<file path="src/hte_pkg.sv">
package hte_pkg;

    localparam int SYM_W    = 8;
    localparam int CODE_W   = 63;
    localparam int LEN_W    = 6;
    localparam int SYM_NUM  = 256;
    localparam int QDEPTH   = 4;
    localparam int QAW      = $clog2(QDEPTH);
    localparam int QCW      = $clog2(QDEPTH + 1);

    localparam logic [SYM_W-1:0] SKIP_BYTE = 8'd8;
    localparam logic [LEN_W-1:0] LEN_MAX   = 6'd63;

    typedef enum logic [1:0] {
        K_STORE,
        K_DROP,
        K_SKIP
    } t_kind;

    typedef struct packed {
        logic [SYM_W-1:0] sym;
        t_kind            kind;
        logic             last;
    } t_item;

    typedef struct packed {
        logic [SYM_W-1:0]  sym;
        logic [CODE_W-1:0] code_word;
        logic [LEN_W-1:0]  code_length;
        logic              overflowed;
        logic              end_of_run;
    } t_result;

    typedef enum logic [4:0] {
        ST_IDLE,
        ST_LD,
        ST_LM,
        ST_LC,
        ST_LEND,
        ST_RK0,
        ST_RK1,
        ST_RS,
        ST_RW,
        ST_MG0,
        ST_MS,
        ST_MW1,
        ST_MW2,
        ST_WK0,
        ST_WK1,
        ST_WK2,
        ST_E0,
        ST_E1,
        ST_E2,
        ST_E3
    } t_state;

endpackage

</file>
<file path="src/hte_front.sv">
module hte_front #(
    parameter int MAX_TEXT = 64
) (
    input  logic                        i_clk,
    input  logic                        i_rst_n,
    input  logic                        i_push,
    input  logic [hte_pkg::SYM_W-1:0]   i_symbol,
    input  logic                        i_last,
    input  logic                        i_qfull,
    output logic                        o_full,
    output logic                        o_qpush,
    output hte_pkg::t_item              o_qitem
);

    localparam int CW = $clog2(MAX_TEXT + 1);

    logic [CW-1:0] r_cnt;
    logic [CW-1:0] n_cnt;
    logic          acc;
    logic          skip;
    logic          fits;

    assign acc     = i_push && !i_qfull;
    assign skip    = (i_symbol == hte_pkg::SKIP_BYTE);
    assign fits    = (r_cnt < CW'(MAX_TEXT));
    assign o_full  = i_qfull;
    // A skipped byte only matters to the back end when it closes the text.
    assign o_qpush = acc && !(skip && !i_last);

    always_comb begin
        o_qitem.sym  = i_symbol;
        o_qitem.last = i_last;
        if (skip) begin
            o_qitem.kind = hte_pkg::K_SKIP;
        end else if (fits) begin
            o_qitem.kind = hte_pkg::K_STORE;
        end else begin
            o_qitem.kind = hte_pkg::K_DROP;
        end
        n_cnt = r_cnt;
        if (acc) begin
            if (i_last) begin
                n_cnt = '0;
            end else if (!skip && fits) begin
                n_cnt = r_cnt + CW'(1);
            end
        end
    end

    always_ff @(posedge i_clk) begin
        if (!i_rst_n) begin
            r_cnt <= '0;
        end else begin
            r_cnt <= n_cnt;
        end
    end

    a_cnt_range: assert property (@(posedge i_clk) disable iff (!i_rst_n)
        r_cnt <= CW'(MAX_TEXT))
        else $error("front byte count beyond capacity");

    a_last_clears: assert property (@(posedge i_clk) disable iff (!i_rst_n)
        (acc && i_last) |=> (r_cnt == '0))
        else $error("front byte count not cleared after final byte");

endmodule

</file>
<file path="config.mk">
export PLATFORM = sky130hd
export DESIGN_NAME = hte_front
export DESIGN_NICKNAME = d
export VERILOG_FILES = /design/src/hte_pkg.sv /design/src/hte_front.sv
export SDC_FILE = /design/constraint.sdc
export NUM_CORES = 1
export LEC_CHECK = 0
export BUFFER_PORTS_ARGS = -buffer_cell sky130_fd_sc_hd__buf_2
export CELL_PAD_IN_SITES_DETAIL_PLACEMENT = 0
export CELL_PAD_IN_SITES_GLOBAL_PLACEMENT = 1
export CORE_MARGIN = 5
export CORE_UTILIZATION = 30
export DETAILED_ROUTE_END_ITERATION = 8
export PLACE_DENSITY = 0.73
export SYNTH_ARGS = -nofsm -noshare
export SYNTH_HDL_FRONTEND = slang
export SYNTH_SLANG_ARGS = --single-unit
export TNS_END_PERCENT = 5
</file>
<file path="constraint.sdc">
create_clock -name i_clk -period 2 [get_ports i_clk]
set_clock_uncertainty 0.15 [all_clocks]
set_input_delay 0.4 -clock i_clk [delete_from_list [all_inputs] [get_ports i_clk]]
set_output_delay 0.4 -clock i_clk [all_outputs]
set_load 0.01 [all_outputs]
</file>
; Yosys cells after proc, flatten, opt, wreduce, memory -nomap -nowiden
; Cells that the tools add are included.
[word_totals]
regBits = 7
in_bits = 13
output_inout_bits = 13
wordCells = 18
[classes]
add_sub_neg = 1
order_cmp = 1
eq_ne = 1
mux = 4
reduce_logical = 10
[ops]
columns = operator, n
row1 = $mux 7, 2
row2 = $eq 8x4->1 const B, 1
row3 = $add 7x1->7 const B, 1
row4 = $lt 7x7->1 const B, 1
row5 = $logic_and 1x1->1, 4
row6 = $logic_not 1->1, 4
row7 = $mux 2, 1
row8 = $reduce_and 2->1, 1
row9 = $reduce_bool 2->1, 1
row10 = $mux 1, 1

; Longest topological paths before layout
[depth]
word_depth = 5
depth_mapped = 5
ltp_nobuf = 5

; Worst setup path before layout
; OpenSTA, ideal clock, no wires.
[synth_timing]
path_kind = input port to flip-flop
start = input port i_symbol[3] (netlist bit)
end = register r_cnt[5]
setup_time_ns = 0.070
arrival_ns = 1.420
required_ns = 1.780
setup_slack_ns = 0.360
path_stages = 4
path_buffers = 0
cell_sequence = nor4b_4 a211o_1 or4_1 a21boi_1
[synth_via]
elab_chain_len = 5
[synth_lines]
columns = item, line
row1 = start: declaration, hte_front.sv:7  ; input logic [hte_pkg::SYM_W-1:0] i_symbol,
row2 = $eq 8x4->1, hte_front.sv:24  ; assign skip = (i_symbol == hte_pkg::SKIP_BYTE);
row3 = $logic_not 1->1, hte_front.sv:44  ; end else if (!skip && fits) begin
row4 = $logic_and 1x1->1, hte_front.sv:44
row5 = $reduce_bool 2->1 (no source line), n/a
row6 = $reduce_and 2->1 (no source line), n/a
row7 = end signal: assignment, hte_front.sv:54  ; r_cnt <= n_cnt;
row8 = end: declaration, hte_front.sv:17  ; logic [CW-1:0] r_cnt;
; Every way passes these cells.
; A chain may end at the register's enable or synchronous reset.

==> impl_metrics.sql <==
INSERT INTO impl_metrics (metric_group, metric, value, unit) VALUES
('outcome', 'outcome', 'completed', ''),
('floorplanning', 'floorplan.die_area', '2679', 'um2'),
('sta', 'report.final.slew_viol_count', '0', ''),
('grt', 'grt_pass1_wl', '1.876', 'mm'),
('synthesis', 'ys_seq_area_share', '26.79', '%'),
('power', 'power-per-cell-area', '536.4', 'nW/um2'),
('sta', 'post-route-worst-setup-slack', '169.6', 'ps'),
('cells_and_area', 'syn_to_final_growth', '19.38', '%'),
('cells_and_area', 'regMostFlops', 'r_cnt', ''),
('place', 'dp_hpwl', '964.6', 'um'),
('synthesis', 'flip_flop_and_latch_count_after_synthesis', '7', ''),
('floorplanning', 'fp.dieH', '51.76', 'um'),
('synthesis', 'netlist.top_cell.by_area', 'sky130_fd_sc_hd__dfxtp_1', ''),
('critical_path', 'worst_setup_path_end_kind', 'output pin', ''),
('synthesis', 'post_synth.cell_area_avg', '8.574', 'um2'),
('grt', 'grt_use_total', '9.675', '%'),
('synthesis', 'net_count_synth', '75', ''),
('min_path', 'whs_path_depth', '2', ''),
('synthesis', 'syn_inst', '61', ''),
('sta', 'hold_violations', '0', ''),
('cells_and_area', 'fraction_of_layout_cells_with_a_size_suffix_above_1', '41.25', '%'),
('synthesis', 'synthesis.area', '523.0', 'um2'),
('sta', 'final_period_minus_worst_setup_slack', '1830', 'ps'),
('synthesis', 'yosys_warn_count', '0', ''),
('floorplanning', 'floorplan.core_area', '1689', 'um2'),
('critical_path', 'crit_required', '1450', 'ps'),
('synthesis', 'top_post_synthesis_cells_by_area', 'sky130_fd_sc_hd__dfxtp_1, sky130_fd_sc_hd__buf_4, sky130_fd_sc_hd__nand2_1', ''),
('sta', 'fmax', '546.3', 'MHz'),
('drt', 'route.vias.total', '511', ''),
('grt', 'via_count_of_the_first_global_routing_pass', '464', ''),
('sta', 'setup_viol', '0', ''),
('cells_and_area', 'finalInstanceArea', '624.3', 'um2'),
('clock_tree', 'clock-root-buffer', 'sky130_fd_sc_hd__clkbuf_4', ''),
('critical_path', 'startpoint_type_of_the_worst_setup_path', 'input pin', ''),
('critical_path', 'crit_arrival', '1280', 'ps'),
('place', 'place_worst_setup_slack', '157.5', 'ps'),
('synthesis', 'synth_cell_types', '30', ''),
('floorplanning', 'starting_density_of_the_core', '30.96', '%'),
('critical_path', 'r2r_cells', '4', ''),
('sta', 'tightest_slew', '284.3', 'ps'),
('clock_tree', 'number_of_buffers_created_by_cts', '3', ''),
('cells_and_area', 'layout.cells.most_common_list', 'sky130_fd_sc_hd__buf_2, sky130_fd_sc_hd__nand2_1, sky130_fd_sc_hd__dfxtp_1', ''),
('synthesis', 'ys.flop_type', 'sky130_fd_sc_hd__dfxtp_1', ''),
('critical_path', 'worstSetupPathType', 'input pin to output pin', ''),
('cells_and_area', 'layout.filler_cells', '189', ''),
('critical_path', 'critPathMaxFanout', '4', ''),
('power', 'static-leakage-power', '0.0002995', 'uW'),
('sta', 'finalCritPeriodShare', '91.52', '%'),
('cells_and_area', 'largest_register_ffs', '7', ''),
('grt', 'grt_overflow', '0', ''),
('place', 'port_buffers', '25', ''),
('clock_tree', 'clock_tree.buffer_depth', '2', ''),
('clock_tree', 'cts.reportedPaths.clkPinSlew', '50', 'ps'),
('cells_and_area', 'reg.largest.list', 'r_cnt: 7 flops', ''),
('sta', 'rsz0062_at_grt', 'false', ''),
('clock_tree', 'cts_htree_levels', '1', ''),
('cells_and_area', 'commonest_non_fill_non_tap_cell_in_the_layout', 'sky130_fd_sc_hd__buf_2', ''),
('drt', 'final_wirelength', '1.200', 'mm'),
('power', 'vdd.ir_drop.worst', '232.7', 'uV'),
('floorplanning', 'io_pins', '26', ''),
('run', 'max_cap_viol_count', '0', ''),
('clock_tree', 'post_cts_buffers', '0', ''),
('cells_and_area', 'footprint_of_the_multi_input_gates', '289.0', 'um2'),
('drt', 'ant_nets', '0', ''),
('grt', 'grt_antenna_before_repair', '0', ''),
('sta', 'finalSetupTns', '0', 'ps'),
('cells_and_area', 'final_nets', '95', ''),
('place', 'routabilityCongestion', '0.7379', ''),
('clock_tree', 'cts_tree', 'done', ''),
('grt', 'grt_start_max_net_pins', '10', ''),
('clock_tree', 'cts.sinks', '7', '');
-- power breakdown --
group / internal [uW] / switching, uW / total [uW]
clock: 76.5 / 57.9 / 134
combinational: 27.2 / 31.3 / 58.5
sequential: 141 / 1.33 / 142
-- cell usage after synthesis (all sizes together) (2+ instances only) --
master	count
inv	2
nand3	3
o211ai	2
a21boi	3
nor4	2
nor2	2
buf	12
o211a	2
nand2	7
nand2b	2
o22ai	2
nor3	2
dfxtp	7
-- cell type report --
class                           count  share of cell area [%]
Tap cell                           17                   3.407
Inverter                            2                   1.202
Timing Repair Buffer               27                   22.44
Sequential cell                     7                   22.44
Clock buffer                        4                   4.208
Multi-Input combinational cell     40                   46.29
-- logic make-up (layout without fill, tap and decap cells) --
group	after synthesis	in the layout	synth area share [%]
and+or+nand+nor	25	25	30.87
buffers and inverters	14	33	17.94
AOI/OAI and AO/OA	13	13	20.10
adders and majority gates	1	1	2.392
DFF	7	7	26.79
muxes	1	1	1.914
-- path summary, 6_finish.rpt --
check                          endpoint  slack, ps                  start
setup / recovery             o_qitem[1]        170            i_symbol[2]
hold / removal    r_cnt[2]$_SDFFE_PN0P_        300                i_rst_n
setup reg to reg  r_cnt[4]$_SDFFE_PN0P_        570  r_cnt[0]$_SDFFE_PN0P_
hold reg to reg   r_cnt[1]$_SDFFE_PN0P_        360  r_cnt[1]$_SDFFE_PN0P_
-- through the flow --
step,std cells,hold WS (ps),utilization [%],power [uW]
detailed placement,93,350.6,35.41,203.9
global route,97,313.6,36.96,355.3
finish,97,303.1,36.96,334.9
floorplan,61,321.9,-,183.5
CTS,97,297.2,36.96,343.0
global placement,93,344.0,35.41,203.7
-- per-layer routing --
layer | vias to the layer above | wire, um | global-route usage, %
li1 | 250 | - | -
met4 | 0 | 32 | 7.860
met2 | 27 | 529 | 15.89
met5 | - | 0 | 0
met3 | 3 | 136 | 2.006
met1 | 231 | 502 | 10.66
-- critical path, cell delays in order --
cell	delay, ps
sky130_fd_sc_hd__buf_2	120
sky130_fd_sc_hd__nor4b_4	340
sky130_fd_sc_hd__nand2_1	130
sky130_fd_sc_hd__and2_1	160
sky130_fd_sc_hd__buf_2	130
(Power assumes the default switching activity.)
