$ cat config.mk
export PLATFORM = sky130hd
export DESIGN_NAME = hte_queue
export DESIGN_NICKNAME = d
export VERILOG_FILES = /design/src/hte_pkg.sv /design/src/hte_queue.sv
export SDC_FILE = /design/constraint.sdc
export NUM_CORES = 1
export LEC_CHECK = 0
export BUFFER_PORTS_ARGS = -buffer_cell sky130_fd_sc_hd__buf_4
export CORE_MARGIN = 1
export CORE_UTILIZATION = 50
export CTS_BUF_LIST = sky130_fd_sc_hd__clkbuf_4 sky130_fd_sc_hd__clkbuf_8
export DETAILED_ROUTE_END_ITERATION = 16
export GPL_ROUTABILITY_DRIVEN = 0
export HOLD_SLACK_MARGIN = 0.08
export PLACE_DENSITY = 0.8
export SYNTH_ARGS = -nofsm -noshare
export SYNTH_HDL_FRONTEND = slang
export SYNTH_SLANG_ARGS = --single-unit
$ cat constraint.sdc
create_clock -name i_clk -period 2.75 [get_ports i_clk]
set_input_delay 0.55 -clock i_clk [delete_from_list [all_inputs] [get_ports i_clk]]
set_output_delay 0.55 -clock i_clk [all_outputs]
set_load 0.01 [all_outputs]
$ cat src/hte_pkg.sv
package hte_pkg;

    localparam int SYM_W    = 8;
    localparam int CODE_W   = 63;
    localparam int LEN_W    = 6;
    localparam int SYM_NUM  = 256;
    localparam int QDEPTH   = 4;
    localparam int QAW      = $clog2(QDEPTH);
    localparam int QCW      = $clog2(QDEPTH + 1);

    localparam logic [SYM_W-1:0] SKIP_BYTE = 8'd8;
    localparam logic [LEN_W-1:0] LEN_MAX   = 6'd63;

    typedef enum logic [1:0] {
        K_STORE,
        K_DROP,
        K_SKIP
    } t_kind;

    typedef struct packed {
        logic [SYM_W-1:0] sym;
        t_kind            kind;
        logic             last;
    } t_item;

    typedef struct packed {
        logic [SYM_W-1:0]  sym;
        logic [CODE_W-1:0] code_word;
        logic [LEN_W-1:0]  code_length;
        logic              overflowed;
        logic              end_of_run;
    } t_result;

    typedef enum logic [4:0] {
        ST_IDLE,
        ST_LD,
        ST_LM,
        ST_LC,
        ST_LEND,
        ST_RK0,
        ST_RK1,
        ST_RS,
        ST_RW,
        ST_MG0,
        ST_MS,
        ST_MW1,
        ST_MW2,
        ST_WK0,
        ST_WK1,
        ST_WK2,
        ST_E0,
        ST_E1,
        ST_E2,
        ST_E3
    } t_state;

endpackage

$ cat src/hte_queue.sv
module hte_queue (
    input  logic             i_clk,
    input  logic             i_rst_n,
    input  logic             i_push,
    input  hte_pkg::t_item   i_item,
    output logic             o_full,
    input  logic             i_pop,
    output hte_pkg::t_item   o_item,
    output logic             o_empty
);

    hte_pkg::t_item                r_mem [hte_pkg::QDEPTH];
    logic [hte_pkg::QAW-1:0]       r_head;
    logic [hte_pkg::QAW-1:0]       r_tail;
    logic [hte_pkg::QCW-1:0]       r_cnt;
    logic                          wr;
    logic                          rd;

    assign o_full  = (r_cnt == hte_pkg::QCW'(hte_pkg::QDEPTH));
    assign o_empty = (r_cnt == '0);
    assign wr      = i_push && !o_full;
    assign rd      = i_pop && !o_empty;
    assign o_item  = r_mem[r_head];

    always_ff @(posedge i_clk) begin
        if (wr) begin
            r_mem[r_tail] <= i_item;
        end
    end

    always_ff @(posedge i_clk) begin
        if (!i_rst_n) begin
            r_head <= '0;
            r_tail <= '0;
            r_cnt  <= '0;
        end else begin
            if (wr) begin
                r_tail <= r_tail + hte_pkg::QAW'(1);
            end
            if (rd) begin
                r_head <= r_head + hte_pkg::QAW'(1);
            end
            if (wr && !rd) begin
                r_cnt <= r_cnt + hte_pkg::QCW'(1);
            end else if (rd && !wr) begin
                r_cnt <= r_cnt - hte_pkg::QCW'(1);
            end
        end
    end

endmodule

Word level (Yosys, flattened, before mapping)
Memory sizes are Yosys's and may differ from the RTL's. A register that Yosys moved wholly into a read port is not among the register bits.
Cells that the tools add are included.
{"block": "totals", "register_bits": 7, "word_cells": 25, "ramBits": 44, "output_inout_bits": 13, "memories": 1, "input_bits": 15}
{"block": "op_classes", "muxes": 6, "eq_ne": 1, "n_reduce_logical": 10, "add_sub_neg": 4}
{"name": "r_mem", "depth": 4, "word_bits": 11, "read_ports": 1, "rd_clocked_by_memory_dff": 1, "write_ports": 1, "line": "hte_queue.sv:12", "text": "hte_pkg::t_item r_mem [hte_pkg::QDEPTH];"}
{"operator": "3-bit 2-to-1 mux", "count": 2}
{"operator": "2-bit by 1-bit adder with 2-bit output, second input constant", "count": 2}
{"operator": "1-bit logical AND", "count": 4}
{"operator": "1-bit zero test", "count": 4}
{"operator": "2-bit 2-to-1 mux", "count": 2}
{"operator": "3-bit by 1-bit adder with 3-bit output, second input constant", "count": 1}
{"operator": "3-bit == test, second input constant", "count": 1}
{"operator": "3-bit zero test", "count": 1}
{"operator": "3-bit by 1-bit subtractor with 3-bit output, second input constant", "count": 1}
{"operator": "1-bit 2-to-1 mux", "count": 2}
{"operator": "2-bit nonzero test", "count": 1}

Logic depth before layout (Yosys ltp)
{"block": "logic_depth", "depth_word": 7, "mapped_depth": 9, "depth_no_buf": 8}

Worst setup path after synthesis
OpenSTA, ideal clock, no wires.
{"block": "synth_timing", "kind": "register -> register", "start": "register r_cnt[0] (netlist bit)", "end": "register r_cnt[2] (netlist bit)", "slack_ps": 714, "setup_ps": 70, "period_less_slack_ps": 2036, "n_path_buf": 1, "stages_incl_launch_ff": 10, "t_required_ps": 2680, "arrival_ps": 1966, "cell_sequence": "dfxtp_1 nor3b_2 nor2b_1 buf_6 ha_1 inv_1 fa_1 xor2_1 or3_1 a21boi_1"}
{"block": "synth_via", "elab_chain_cells": 6, "word_cells_on_any_way": 15, "classes_between": "add/sub (2); eq/ne (1); mux (2); reduce/logical (10)"}
{"item": "start, declared", "line": "hte_queue.sv:15", "text": "logic [hte_pkg::QCW-1:0] r_cnt;"}
{"item": "start signal, assigned", "line": "hte_queue.sv:44", "text": "r_cnt <= r_cnt + hte_pkg::QCW'(1);"}
{"item": "start signal, assigned", "line": "hte_queue.sv:46", "text": "r_cnt <= r_cnt - hte_pkg::QCW'(1);"}
{"item": "3-bit == test (*)", "line": "hte_queue.sv:19", "text": "assign o_full = (r_cnt == hte_pkg::QCW'(hte_pkg::QDEPTH));"}
{"item": "net o_full", "line": "hte_queue.sv:6", "text": "output logic o_full,"}
{"item": "1-bit zero test (*)", "line": "hte_queue.sv:21", "text": "assign wr = i_push && !o_full;"}
{"item": "1-bit logical AND (*)", "line": "hte_queue.sv:21"}
{"item": "net wr", "line": "hte_queue.sv:16", "text": "logic wr;"}
{"item": "1-bit zero test", "line": "hte_queue.sv:45", "text": "end else if (rd && !wr) begin"}
{"item": "1-bit logical AND", "line": "hte_queue.sv:45"}
{"item": "2-bit nonzero test (no source line)"}
The timed path passes the listed nets; every way through them passes the cells marked *. The select of a mux whose other input is x is not followed.
A chain may end at the register's enable or synchronous reset.

==> metrics <==
Synth cell types 22; syn nets 126; worst path required time 2.20 ns; Synth Register Bits 53; R2R cell count 9; Crit-path slowest cell mux4_2; Resize count post-CTS 0; die width 66.3 um; dominant cell type by area after synthesis edfxtp_1; Area Overhead vs Synth 17.7%; drt first pass iters 4; cell repeated most along the worst path buf_4; Row Count 23; Synth Cell Area between 2000 and 2500 um^2; CTS tree done; synthesized instance count 105; Fmax 0.435 GHz; drt wl/cell roughly 17 um; CTS sink count 53; Post-CTS Hold Buffers 0; Post-Place Cell Area 2320 um^2; vias per cell 5.26; Remaining DRCs 0; CP Class flip-flop to primary output; Tcrit/Tclk final a little over four fifths; worst skew pair latency about 0.31 ns; routed wire length 3250 um; Max clock buf depth 2; I/O Pins 28; sequential group share of total power 49.1%; CP Buf/Inv Count 2; detailed placement HPWL 2180 um; Tot GR Track Use 17.3%; global-route wire length before repair 5150 um; total of max-cap violations 0; hold path depth 1; initial antenna violation count 0; NetSw 0.577 mW; Rel. slew slack 60.1%; htree depth 2; post-CTS setup buffer count 0; RSZ-0062 raised after global routing false; worst path arrival time 1.75 ns; vias in the first global route 1021; DR vias 989; Design Area, Final approximately 2400 um^2; Post-DRT Antenna Nets 0; post-layout util 60.9%; antenna cells 0; reg-to-reg slack, setup 0.54 ns; Yosys warning total 0; synth top area cells edfxtp_1, mux4_2, dfxtp_1; CTS Buf Count 5; setup tns final 0 ns; setup violators final 0; clock power share a little under a quarter; starting DRC count in detailed routing between 60 and 70; post-route minimum period roughly 2.3 ns; power per cell area 896 nW/um^2; Hold Path Class input pin to flip-flop; Max IR drop VDD 0.508 mV; CTS root buf clkbuf_8; critical path's top delay family multiplexers; Initial Util a little over 50%; total grt overflow 0; switch share about a quarter; largest net degree at the start of global routing 17; CP max stage delay 0.53 ns; Die Y between 60 and 70 um; Synth top area share 63.8%; crit path max fanout 7; crit path cell chain buf_4 > mux4_2 > buf_4; logic gate share of total power 27.3%; status complete, no violations; Post-Syn Area per Cell 19.7 um^2; area of the die ~4400 um^2; leakage slightly below 0.9 nW; fin nets 158; Worst Tran Pin Value approximately 0.60 ns; internal power consumption 1.60 mW; Final Hold Vio Count 0; CP Capture Type primary output; # fillers 278; max-slew violation count 0; Seq/Total Area, Yosys a little over 70%; share of layout cells above drive strength 1 between 30 and 40%; core area 4000 um^2; crit path launch type flip-flop; worst clock skew 0.0109 ns; Worst-path clk slew around 0.090 ns; critical path depth 3; IO Port Bufs 27
-- synthesized netlist by cell type, drive strengths merged --
cell    number
nor3b        1
o21ai        1
xnor2        3
nor2b        2
clkbuf       2
ha           5
edfxtp      44
and2         8
mux4        11
mux2i        3
inv          3
fa           1
a21boi       1
buf          2
dfxtp        9
o31ai        1
o311ai       1
nand2        4
or3          1
nor3         1
xor2         1
-- logic make-up (layout without fill, tap and decap cells) --
logic type / count (synthesis) / count (layout) / share of synthesized area (%)
muxes: 14 / 14 / 13.4
adders and majority gates: 6 / 6 / 3.99
AOI/OAI and AO/OA: 4 / 4 / 1.63
xor gates and xnor gates: 4 / 4 / 1.69
buffers and inverters: 7 / 40 / 1.81
and+or+nand+nor: 17 / 17 / 4.90
DFF: 53 / 53 / 72.6
-- worst register-to-register path, cell delays in order (launching register included) --
cell	delay [ns]
dfxtp_1	0.51
nor3b_2	0.09
nor2b_1	0.11
buf_4	0.15
ha_1	0.19
inv_1	0.06
fa_1	0.38
xor2_1	0.16
or3_1	0.31
a21boi_1	0.17
-- area by class of cell --
| cell class | instances | area (um^2) | area share (%) |
|---|---|---|---|
| Tap cell | 50 | 62.6 | 2.57 |
| Clock inverter | 2 | 35.0 | 1.44 |
| Timing Repair Buffer | 29 | 218 | 8.94 |
| Clock buffer | 6 | 76.3 | 3.13 |
| Inverter | 3 | 11.3 | 0.462 |
| Multi-Input combinational cell | 45 | 531 | 21.8 |
| Sequential cell | 53 | 1500 | 61.7 |
-- power by group through the flow --
stage / logic [mW] / clock network (mW) / registers, mW
after floorplan: 0.407 / 0 / 1.05
after global placement: 0.582 / 0 / 1.08
after detailed placement: 0.604 / 0 / 1.09
after CTS: 0.607 / 0.525 / 1.08
after global routing: 0.654 / 0.554 / 1.09
final: 0.595 / 0.515 / 1.07
-- registers in the layout, indices dropped and copies added, names as in the netlist, named ones only --
register and count:
r_mem 44, r_cnt 3, r_head 2, r_tail 2
-- final timing paths --
check	start	end
min reg2reg	r_tail[1]$_SDFFE_PN0P_	r_tail[1]$_SDFFE_PN0P_
max reg2reg	r_cnt[0]$_SDFFE_PN0P_	r_cnt[2]$_SDFFE_PN0P_
min	i_item[0]	r_mem[3][0]$_DFFE_PP_
max	flip-flop	o_item[5]
-- metal layers --
| metal | share of wire, % | vias up | GRT usage [%] |
|---|---|---|---|
| met3 | 4.8 | 6 | 6.03 |
| met2 | 52 | 29 | 28.6 |
| met5 | 0 | - | 0 |
| li1 | - | 468 | - |
| met4 | 1.8 | 0 | 7.18 |
| met1 | 42 | 486 | 20.6 |
-- placed cells by master (no fill, tap or decap), types with 2 or more instances in the layout --
master	netlist	final
and2_1	8	8
nor2b_1	2	2
ha_1	5	5
mux4_2	11	11
inv_1	3	3
mux2i_1	3	3
buf_4	1	29
xnor2_1	3	3
nand2_1	4	4
edfxtp_1	44	44
dfxtp_1	9	9
clkbuf_8	0	5
-- through the flow --
step	hold slack [ns]	std cells	setup WS (ns)	total power, mW
CTS	0.431	188	0.383	2.21
finish	0.440	188	0.450	2.18
global placement	0.479	180	0.626	1.66
global route	0.428	188	0.322	2.30
detailed placement	0.506	180	0.554	1.70
floorplan	0.468	105	0.714	1.45
(Power assumes the default switching activity.)
